<file path="src/tdpt_pkg.sv">
`timescale 1ns / 1ps
// package for the trial division prime tester
// default widths and the status bundle of the remainder unit; no dependencies

package tdpt_pkg;

    localparam int NUM_WIDTH_DEF   = 31;
    localparam int COUNT_WIDTH_DEF = 20;

    // smallest candidate that can be prime
    localparam int MIN_PRIME = 2;

    typedef struct packed {
        logic done;   // one-cycle pulse when a remainder is ready
        logic zero;   // remainder of the last run is zero
    } tdpt_rem_stat_t;

endpackage

</file>
<file path="src/tdpt_rem.sv">
`timescale 1ns / 1ps
// bit-serial restoring remainder unit, one quotient bit per cycle
// depends on tdpt_pkg for the status bundle

module tdpt_rem #(
    parameter int NUM_WIDTH = 31
) (
    input  logic                    clk,
    input  logic                    rst_n,
    input  logic                    start,
    input  logic [NUM_WIDTH-1:0]    dividend,
    input  logic [NUM_WIDTH-1:0]    divisor,
    output tdpt_pkg::tdpt_rem_stat_t stat
);
    import tdpt_pkg::*;

    localparam int CNT_W = $clog2(NUM_WIDTH + 1);

    logic [NUM_WIDTH-1:0] shift_reg, shift_next;
    logic [NUM_WIDTH-1:0] rem_reg, rem_next;
    logic [NUM_WIDTH-1:0] dvs_reg, dvs_next;
    logic [CNT_W-1:0]     cnt_reg, cnt_next;
    logic                 busy_reg, busy_next;
    logic                 done_reg, done_next;
    logic [NUM_WIDTH:0]   trial;
    logic [NUM_WIDTH:0]   diff;

    assign trial = {rem_reg, shift_reg[NUM_WIDTH-1]};
    assign diff  = trial - {1'b0, dvs_reg};

    always_comb
    begin
        shift_next = shift_reg;
        rem_next   = rem_reg;
        dvs_next   = dvs_reg;
        cnt_next   = cnt_reg;
        busy_next  = busy_reg;
        done_next  = 1'b0;
        if (!busy_reg)
        begin
            if (start)
            begin
                shift_next = dividend;
                rem_next   = '0;
                dvs_next   = divisor;
                cnt_next   = CNT_W'(NUM_WIDTH);
                busy_next  = 1'b1;
            end
        end
        else
        begin
            shift_next = {shift_reg[NUM_WIDTH-2:0], 1'b0};
            // restore when the trial value is below the divisor
            if (trial >= {1'b0, dvs_reg})
                rem_next = diff[NUM_WIDTH-1:0];
            else
                rem_next = trial[NUM_WIDTH-1:0];
            cnt_next = cnt_reg - CNT_W'(1);
            if (cnt_reg == CNT_W'(1))
            begin
                busy_next = 1'b0;
                done_next = 1'b1;
            end
        end
    end

    always_ff @(posedge clk or negedge rst_n)
    begin
        if (!rst_n)
        begin
            busy_reg <= 1'b0;
            done_reg <= 1'b0;
            cnt_reg  <= '0;
        end
        else
        begin
            busy_reg <= busy_next;
            done_reg <= done_next;
            cnt_reg  <= cnt_next;
        end
    end

    always_ff @(posedge clk)
    begin
        shift_reg <= shift_next;
        rem_reg   <= rem_next;
        dvs_reg   <= dvs_next;
    end

    assign stat.done = done_reg;
    assign stat.zero = (rem_reg == '0);

endmodule

</file>
<file path="config.mk">
export PLATFORM = sky130hd
export DESIGN_NAME = tdpt_rem
export DESIGN_NICKNAME = d
export VERILOG_FILES = /design/src/tdpt_pkg.sv /design/src/tdpt_rem.sv
export SDC_FILE = /design/constraint.sdc
export NUM_CORES = 1
export LEC_CHECK = 0
export BUFFER_PORTS_ARGS = -buffer_cell sky130_fd_sc_hd__buf_2
export CORE_MARGIN = 3
export CORE_UTILIZATION = 45
export DETAILED_ROUTE_END_ITERATION = 16
export PLACE_DENSITY = 0.74
export REMOVE_ABC_BUFFERS = 1
export SLEW_MARGIN = 20
export SYNTH_ARGS = -nofsm -noshare
export SYNTH_HDL_FRONTEND = slang
export SYNTH_SLANG_ARGS = --single-unit
</file>
<file path="constraint.sdc">
create_clock -name clk -period 3.17 [get_ports clk]
set_input_delay 0.7925 -clock clk [delete_from_list [all_inputs] [get_ports clk]]
set_output_delay 0.7925 -clock clk [all_outputs]
set_load 0.01 [all_outputs]
</file>
==> metrics.md, run 1 <==
| Metric | Value |
|---|---|
| Final ANT Viol Nets | 0 |
| Number of I/O pins | 67 |
| Crit-path max cell delay | 480 ps |
| DR iter-0 viols | approximately 330 |
| Synth Instances | 575 |
| Die Ht | roughly 120 microns |
| Sw Share | 0.4026 |
| Share of cells above drive strength 1 | 0.2125 |
| Reg clk slew, reported paths | about 80 ps |
| First-pass GRT wire length | 22,580 microns |
| H-tree depth | 3 |
| DR vias | between 4,000 and 5,000 |
| Inserted Clock Buffers | 9 |
| Final setup vio count | 0 |
| Max-Cap Viols | 0 |
| Deepest clock path buffer count | 2 |
| P_int | 4.296 mW |
| Largest net degree at the start of global routing | 39 |
| Slew Viols, Final | 0 |
| Initial core utilization | 0.4708 |
| PostCTS Resize Cnt | 0 |
| Area of the multi-input gates | 2780 sq um |
| Hold Crit Class | input port to asynchronous set/reset pin |
| WL final | 13,660 microns |
| Area growth, synth to finish | 13.35% |
| RSZ-0062 raised after global routing | no |
| Most common cell after layout, fill and taps aside | edfxtp_1 |
| Global route overflow | 0 |
| CP max-delay cell | ha_1 |
| Total track usage | 0.1907 |
| Clock Latency Late Sink | 360 ps |
| Vias per cell | ~5.7 |
| CP Class | flip-flop to flip-flop |
| Setup bufs post-CTS | 0 |
| Final nets | 734 |
| Required time worst endpoint | between 3000 and 4000 ps |
| Status | finished, final reports clean |
| CTS tree | yes |
| Crit Reg-Reg Startpoint | rem_reg[25] |
| EDFF count, synth | 92 |
| Register area | 2959 sq um |
| Register area share after synthesis | 0.4879 |
| Combinational power share | 0.506 |
| Min Tclk post-route | 2967 ps |
| DIE WIDTH | 122.1 microns |
| Initial antenna violation count | 0 |
| Switching power total | 2.895 mW |
| Wire per inst | ~17 microns |
| Hold Fails Final Rpt | 0 |
| DRT Pass-1 Iters | 5 |
| TritonCTS Sinks | 100 |
| Final core utilization | 0.5337 |
| Post-synth top area share | 0.4557 |
| Cell family with most CP delay | simple AND/OR/NAND/NOR gates |
| IO Port Bufs | 66 |
| Clk pwr share | 0.160 |
| Startpoint Class | flip-flop |
| Worst EP arrival | 3180 ps |
| Worst Path Max Fanout | 15 |
| Routability-driven placement congestion ratio | 0.9185 |
| Peak VDD IR | just over 0.5 mV |
| Dpl hpwl | 9840 microns |
| Largest area contributor in the netlist | edfxtp_1 |
| Yosys reg bits | 100 |
| Synth area leaders | edfxtp_1, ha_1, a22o_1 |
| Placed Area | roughly 6500 sq um |
| Pwr Density | around 1000 nW/um^2 |
| Post-Route Skew | ~8.4 ps |
| Post-synth ARST share | 0.07000 |
| Yosys warns | 0 |
| Drt drc | 0 |
| CP Capture Type | flip-flop |
| Synth cell types | 68 |
| Most frequent cells in the layout | edfxtp_1, buf_2, nand2_1 |
| Root buffer cell | clkbuf_16 |
| Worst-Margin Slew | 725.4 ps |
| Synth Flop Type | edfxtp_1 |
| Vias in the first global route | 4,742 |
| Worst rel slew slack | 0.5154 |
| Worst Path Buf+Inv | 1 |
| Fill count | between 1,000 and 1,500 |
| Rows | 41 |
| Design area | 6872 sq um |
| Flop pwr share | 0.334 |
| Full die area | around 15,000 sq um |
| Worst setup startpoint | rem_reg[25] |
| Antenna cells | 0 |
| CTS Hold Bufs | 0 |
| CP Cell Sequence | ha_1 -> and4_1 -> nand4_1 -> nor2_1 -> a221o_1 -> a31oi_4 -> buf_4 -> or3_1 -> a21oi_1 |
| Final Cycle Share | 0.9361 |
| Peak Freq | 337.0 MHz |
| Mapped cell area | 6062 sq um |
| Leak | 2.945 nW |
| Syn_area_per_cell | roughly 11 sq um |
| Core ar. | roughly 13,000 sq um |
==> metrics by stage <==
stage	setup slack, ps	hold slack [ps]	std cells	TNS [ps]	power [mW]
after global routing	21.01	244.5	812	0	7.714
after floorplan	-675.8	454.7	541	-39540	5.032
after global placement	336.3	477.7	796	0	5.851
after detailed placement	204.0	480.2	796	0	5.965
after CTS	169.6	249.9	812	0	7.147
final	202.6	253.5	812	0	7.190
==> power by group through the flow <==
| stage | clock, mW | combinational [mW] | sequential, mW |
|---|---|---|---|
| 6_report | 1.15 | 3.64 | 2.40 |
| 5_1_grt | 1.23 | 4.03 | 2.46 |
| 4_1_cts | 1.17 | 3.57 | 2.40 |
| 3_5_place_dp | 0 | 3.55 | 2.41 |
| 3_3_place_gp | 0 | 3.45 | 2.40 |
| 2_1_floorplan | 0 | 2.70 | 2.33 |
==> layer usage <==
layer  vias up  wire, microns  part of all wire  GRT usage
met1      2200           6237              0.46     0.2538
met4         0            211             0.015    0.06438
met2       183           6182              0.45     0.2956
met5         -              0                 0          0
met3        23           1023             0.075    0.06128
li1       2249              -                 -          -
==> area by class of cell <==
| class | count | share of cell area |
|---|---|---|
| well taps | 172 | 0.03132 |
| multi-input cells | 400 | 0.4046 |
| repair buffers | 83 | 0.06664 |
| flip-flops and latches | 100 | 0.4306 |
| clock buffers | 9 | 0.03277 |
| clock inverters | 7 | 0.01165 |
| inverters | 41 | 0.02240 |
==> cells by family (layout without fill, tap and decap cells) <==
| logic type | Yosys count | in the layout | share of synthesized area |
|---|---|---|---|
| AOI/OAI and AO/OA | 175 | 175 | 0.2130 |
| xor gates and xnor gates | 22 | 22 | 0.03178 |
| adders and majority gates | 34 | 34 | 0.07141 |
| buffers and inverters | 75 | 140 | 0.05779 |
| DFF | 100 | 100 | 0.4879 |
| muxes | 1 | 1 | 0.001651 |
| and+or+nand+nor | 168 | 168 | 0.1364 |
==> path summary, 6_finish.rpt <==
kind                         endpoint  slack (ps)  depth (start not counted)
setup / recovery           rem_reg[5]         200                          9
hold / removal               done_reg         250                          1
setup reg to reg           rem_reg[5]         200                          9
hold reg to reg              done_reg         490                          1
max in group asynchronous    busy_reg        2750                          1
min in group clk             done_reg         490                          1
==> cell usage after synthesis, types with 2 or more instances <==
library cell / n
a21oi_2: 13
xor2_1: 11
buf_2: 5
inv_1: 41
o211ai_1: 4
buf_4: 2
buf_1: 4
nand2b_1: 2
o21ai_1: 3
or4_1: 2
a21boi_0: 3
o21ai_0: 19
o2111ai_1: 3
a21o_1: 20
a221o_1: 2
nand3b_1: 3
nand4_1: 12
a211oi_2: 5
nand2_1: 54
a22o_1: 28
a211o_1: 2
o21a_1: 10
a2bb2oi_1: 3
nor2_1: 35
edfxtp_1: 92
xnor2_1: 11
buf_6: 5
nor3b_1: 2
ha_1: 33
o21bai_1: 4
dfrtp_1: 7
nor3_1: 8
nor2b_1: 6
or3_1: 4
clkbuf_1: 16
a21oi_1: 30
nand2_2: 10
nor4_1: 7
and3_1: 5
o22ai_1: 5
nand3_1: 11
a211oi_1: 2
a31oi_1: 5
and2_1: 2
Note: power is estimated with default switching activity, not from simulation.
==> run 2, diff against run 1 <==
--- a/config.mk
+++ b/config.mk
@@ -7,9 +7,9 @@
 export LEC_CHECK = 0
 export BUFFER_PORTS_ARGS = -buffer_cell sky130_fd_sc_hd__buf_2
 export CORE_MARGIN = 3
-export CORE_UTILIZATION = 45
+export CORE_UTILIZATION = 59
 export DETAILED_ROUTE_END_ITERATION = 16
-export PLACE_DENSITY = 0.74
+export PLACE_DENSITY = 0.9
 export REMOVE_ABC_BUFFERS = 1
 export SLEW_MARGIN = 20
 export SYNTH_ARGS = -nofsm -noshare
==> metrics.md, run 2 (same netlist as run 1, synthesis figures left out) <==
| Metric | Value |
|---|---|
| CP max-delay cell | edfxtp_1 |
| Worst EP arrival | 3280 ps |
| DR iter-0 viols | 272 |
| Dpl hpwl | roughly 10,000 microns |
| Leak | a little under 3 nW |
| CP Class | flip-flop to flip-flop |
| Max-Cap Viols | 0 |
| CP Capture Type | flip-flop |
| Antenna cells | 0 |
| Reg clk slew, reported paths | around 100 ps |
| Final setup vio count | 0 |
| Cell family with most CP delay | compound AO/OA/AOI/OAI gates |
| Worst Path Max Fanout | 8 |
| Reg2reg setup slack | around 120 ps |
| DIE WIDTH | 107.4 microns |
| Status | finished, final reports clean |
| Most common cell after layout, fill and taps aside | edfxtp_1 |
| Share of cells above drive strength 1 | 0.2097 |
| TritonCTS Sinks | 100 |
| Min Tclk post-route | 3048 ps |
| WL final | 14,080 microns |
| Post-Route Skew | 14.08 ps |
| Initial antenna violation count | 0 |
| Clock Latency Late Sink | 380 ps |
| Worst setup startpoint | dvs_reg[0] |
| Die Ht | 107.4 microns |
| Routability-driven placement congestion ratio | 0.9483 |
| Worst Path Buf+Inv | 1 |
| Placed Area | roughly 6500 sq um |
| Largest net degree at the start of global routing | 43 |
| Drt drc | 0 |
| Vias in the first global route | 4,896 |
| Worst rel slew slack | 0.5847 |
| Total track usage | 0.2515 |
| Hold Crit Class | input port to asynchronous set/reset pin |
| Most frequent cells in the layout | edfxtp_1, buf_2, nand2_1 |
| Core ar. | 9864 sq um |
| CP most frequent cell | a21oi_1 |
| Required time worst endpoint | 3400 ps |
| DR vias | 4,806 |
| Setup TNS | 0 ps |
| Global route overflow | 0 |
| First-pass GRT wire length | 23,090 microns |
| Peak VDD IR | 0.4928 mV |
| Final Cycle Share | 0.9614 |
| Final ANT Viol Nets | 0 |
| Inserted Clock Buffers | 9 |
| Final nets | 733 |
| Worst-Margin Slew | 623.0 ps |
| Pwr Density | 1038 nW/um^2 |
| Design area | 6749 sq um |
| Deepest clock path buffer count | 2 |
| Wire per inst | 18.24 microns |
| Hold Fails Final Rpt | 0 |
| Initial core utilization | 0.6145 |
| Vias per cell | 6.225 |
| Number of I/O pins | 67 |
| Slew Viols, Final | 0 |
| CTS tree | yes |
| Area growth, synth to finish | 11.33% |
| Rows | 36 |
| IO Port Bufs | 66 |
| CTS Hold Bufs | 0 |
| Peak Freq | 328.1 MHz |
| Root buffer cell | clkbuf_8 |
| Crit-path max cell delay | roughly 410 ps |
| Crit Reg-Reg Startpoint | dvs_reg[0] |
| Startpoint Class | flip-flop |
| CP Cell Sequence | ha_1 -> fa_1 -> and2b_1 -> o31ai_2 -> a21oi_2 -> a21oi_1 -> o21ai_2 -> a31oi_4 -> buf_4 -> or3_1 -> a21oi_1 |
| H-tree depth | 3 |
| Full die area | 11,530 sq um |
| DRT Pass-1 Iters | 5 |
-- run 2: cell types whose count changed in the layout (fill, tap and decap cells not counted), sizes merged --
cell	delta
clkinv	-2
clkinvlp	+1
inv	-2
clkbuf	+3
buf	-1
-- run 2: what timing repair did --
action / CTS / global route
buffers inserted: 0 / 1
resized for setup: 0 / 5
endpoints found under the setup margin: 0 / 20
-- run 2: cell type report --
type,instances,area [sq um]
clock buffer,12,156.4
clock inverter,4,55.05
fill,708,3115
inverter,41,153.9
multi-input combinational,400,2779
sequential,100,2959
tap,133,166.4
timing repair buffer,82,479.2
-- run 2: final timing paths --
path	endpoint	cells after the start
setup reg to reg	rem_reg[5]	11
hold reg to reg	done_reg	1
hold / removal	done_reg	1
min in group clk	done_reg	1
max in group asynchronous	busy_reg	1
setup / recovery	rem_reg[5]	11
-- run 2: where the power goes --
part | leakage, nW | switching, mW | internal, mW
clock | 0.103 | 0.464 | 0.420
sequential | 1.06 | 0.339 | 2.09
combinational | 1.74 | 2.09 | 1.60
-- run 2: through the flow --
step,setup slack (ps),util,hold WS (ps),total power [mW],std cells
floorplan,-675.8,-,454.7,5.032,541
global placement,238.0,0.6598,477.2,5.832,755
detailed placement,57.87,0.6598,500.5,6.001,755
CTS,0.5589,0.6813,220.1,6.905,771
global route,-2.324,0.6842,218.8,7.476,772
finish,122.4,0.6842,226.3,7.005,772
-- run 2: layer usage --
layer	routed length, microns	global-route usage
met1	5841	0.3270
met2	6874	0.4191
met3	1052	0.04919
met4	314	0.09378
met5	0	0
-- run 2: worst register-to-register path, cell delays in order (launching register included) --
cell and delay [ps]:
edfxtp_1 410, ha_1 230, fa_1 410, and2b_1 240
o31ai_2 80, a21oi_2 260, a21oi_1 160, o21ai_2 220
a31oi_4 180, buf_4 210, or3_1 370, a21oi_1 140
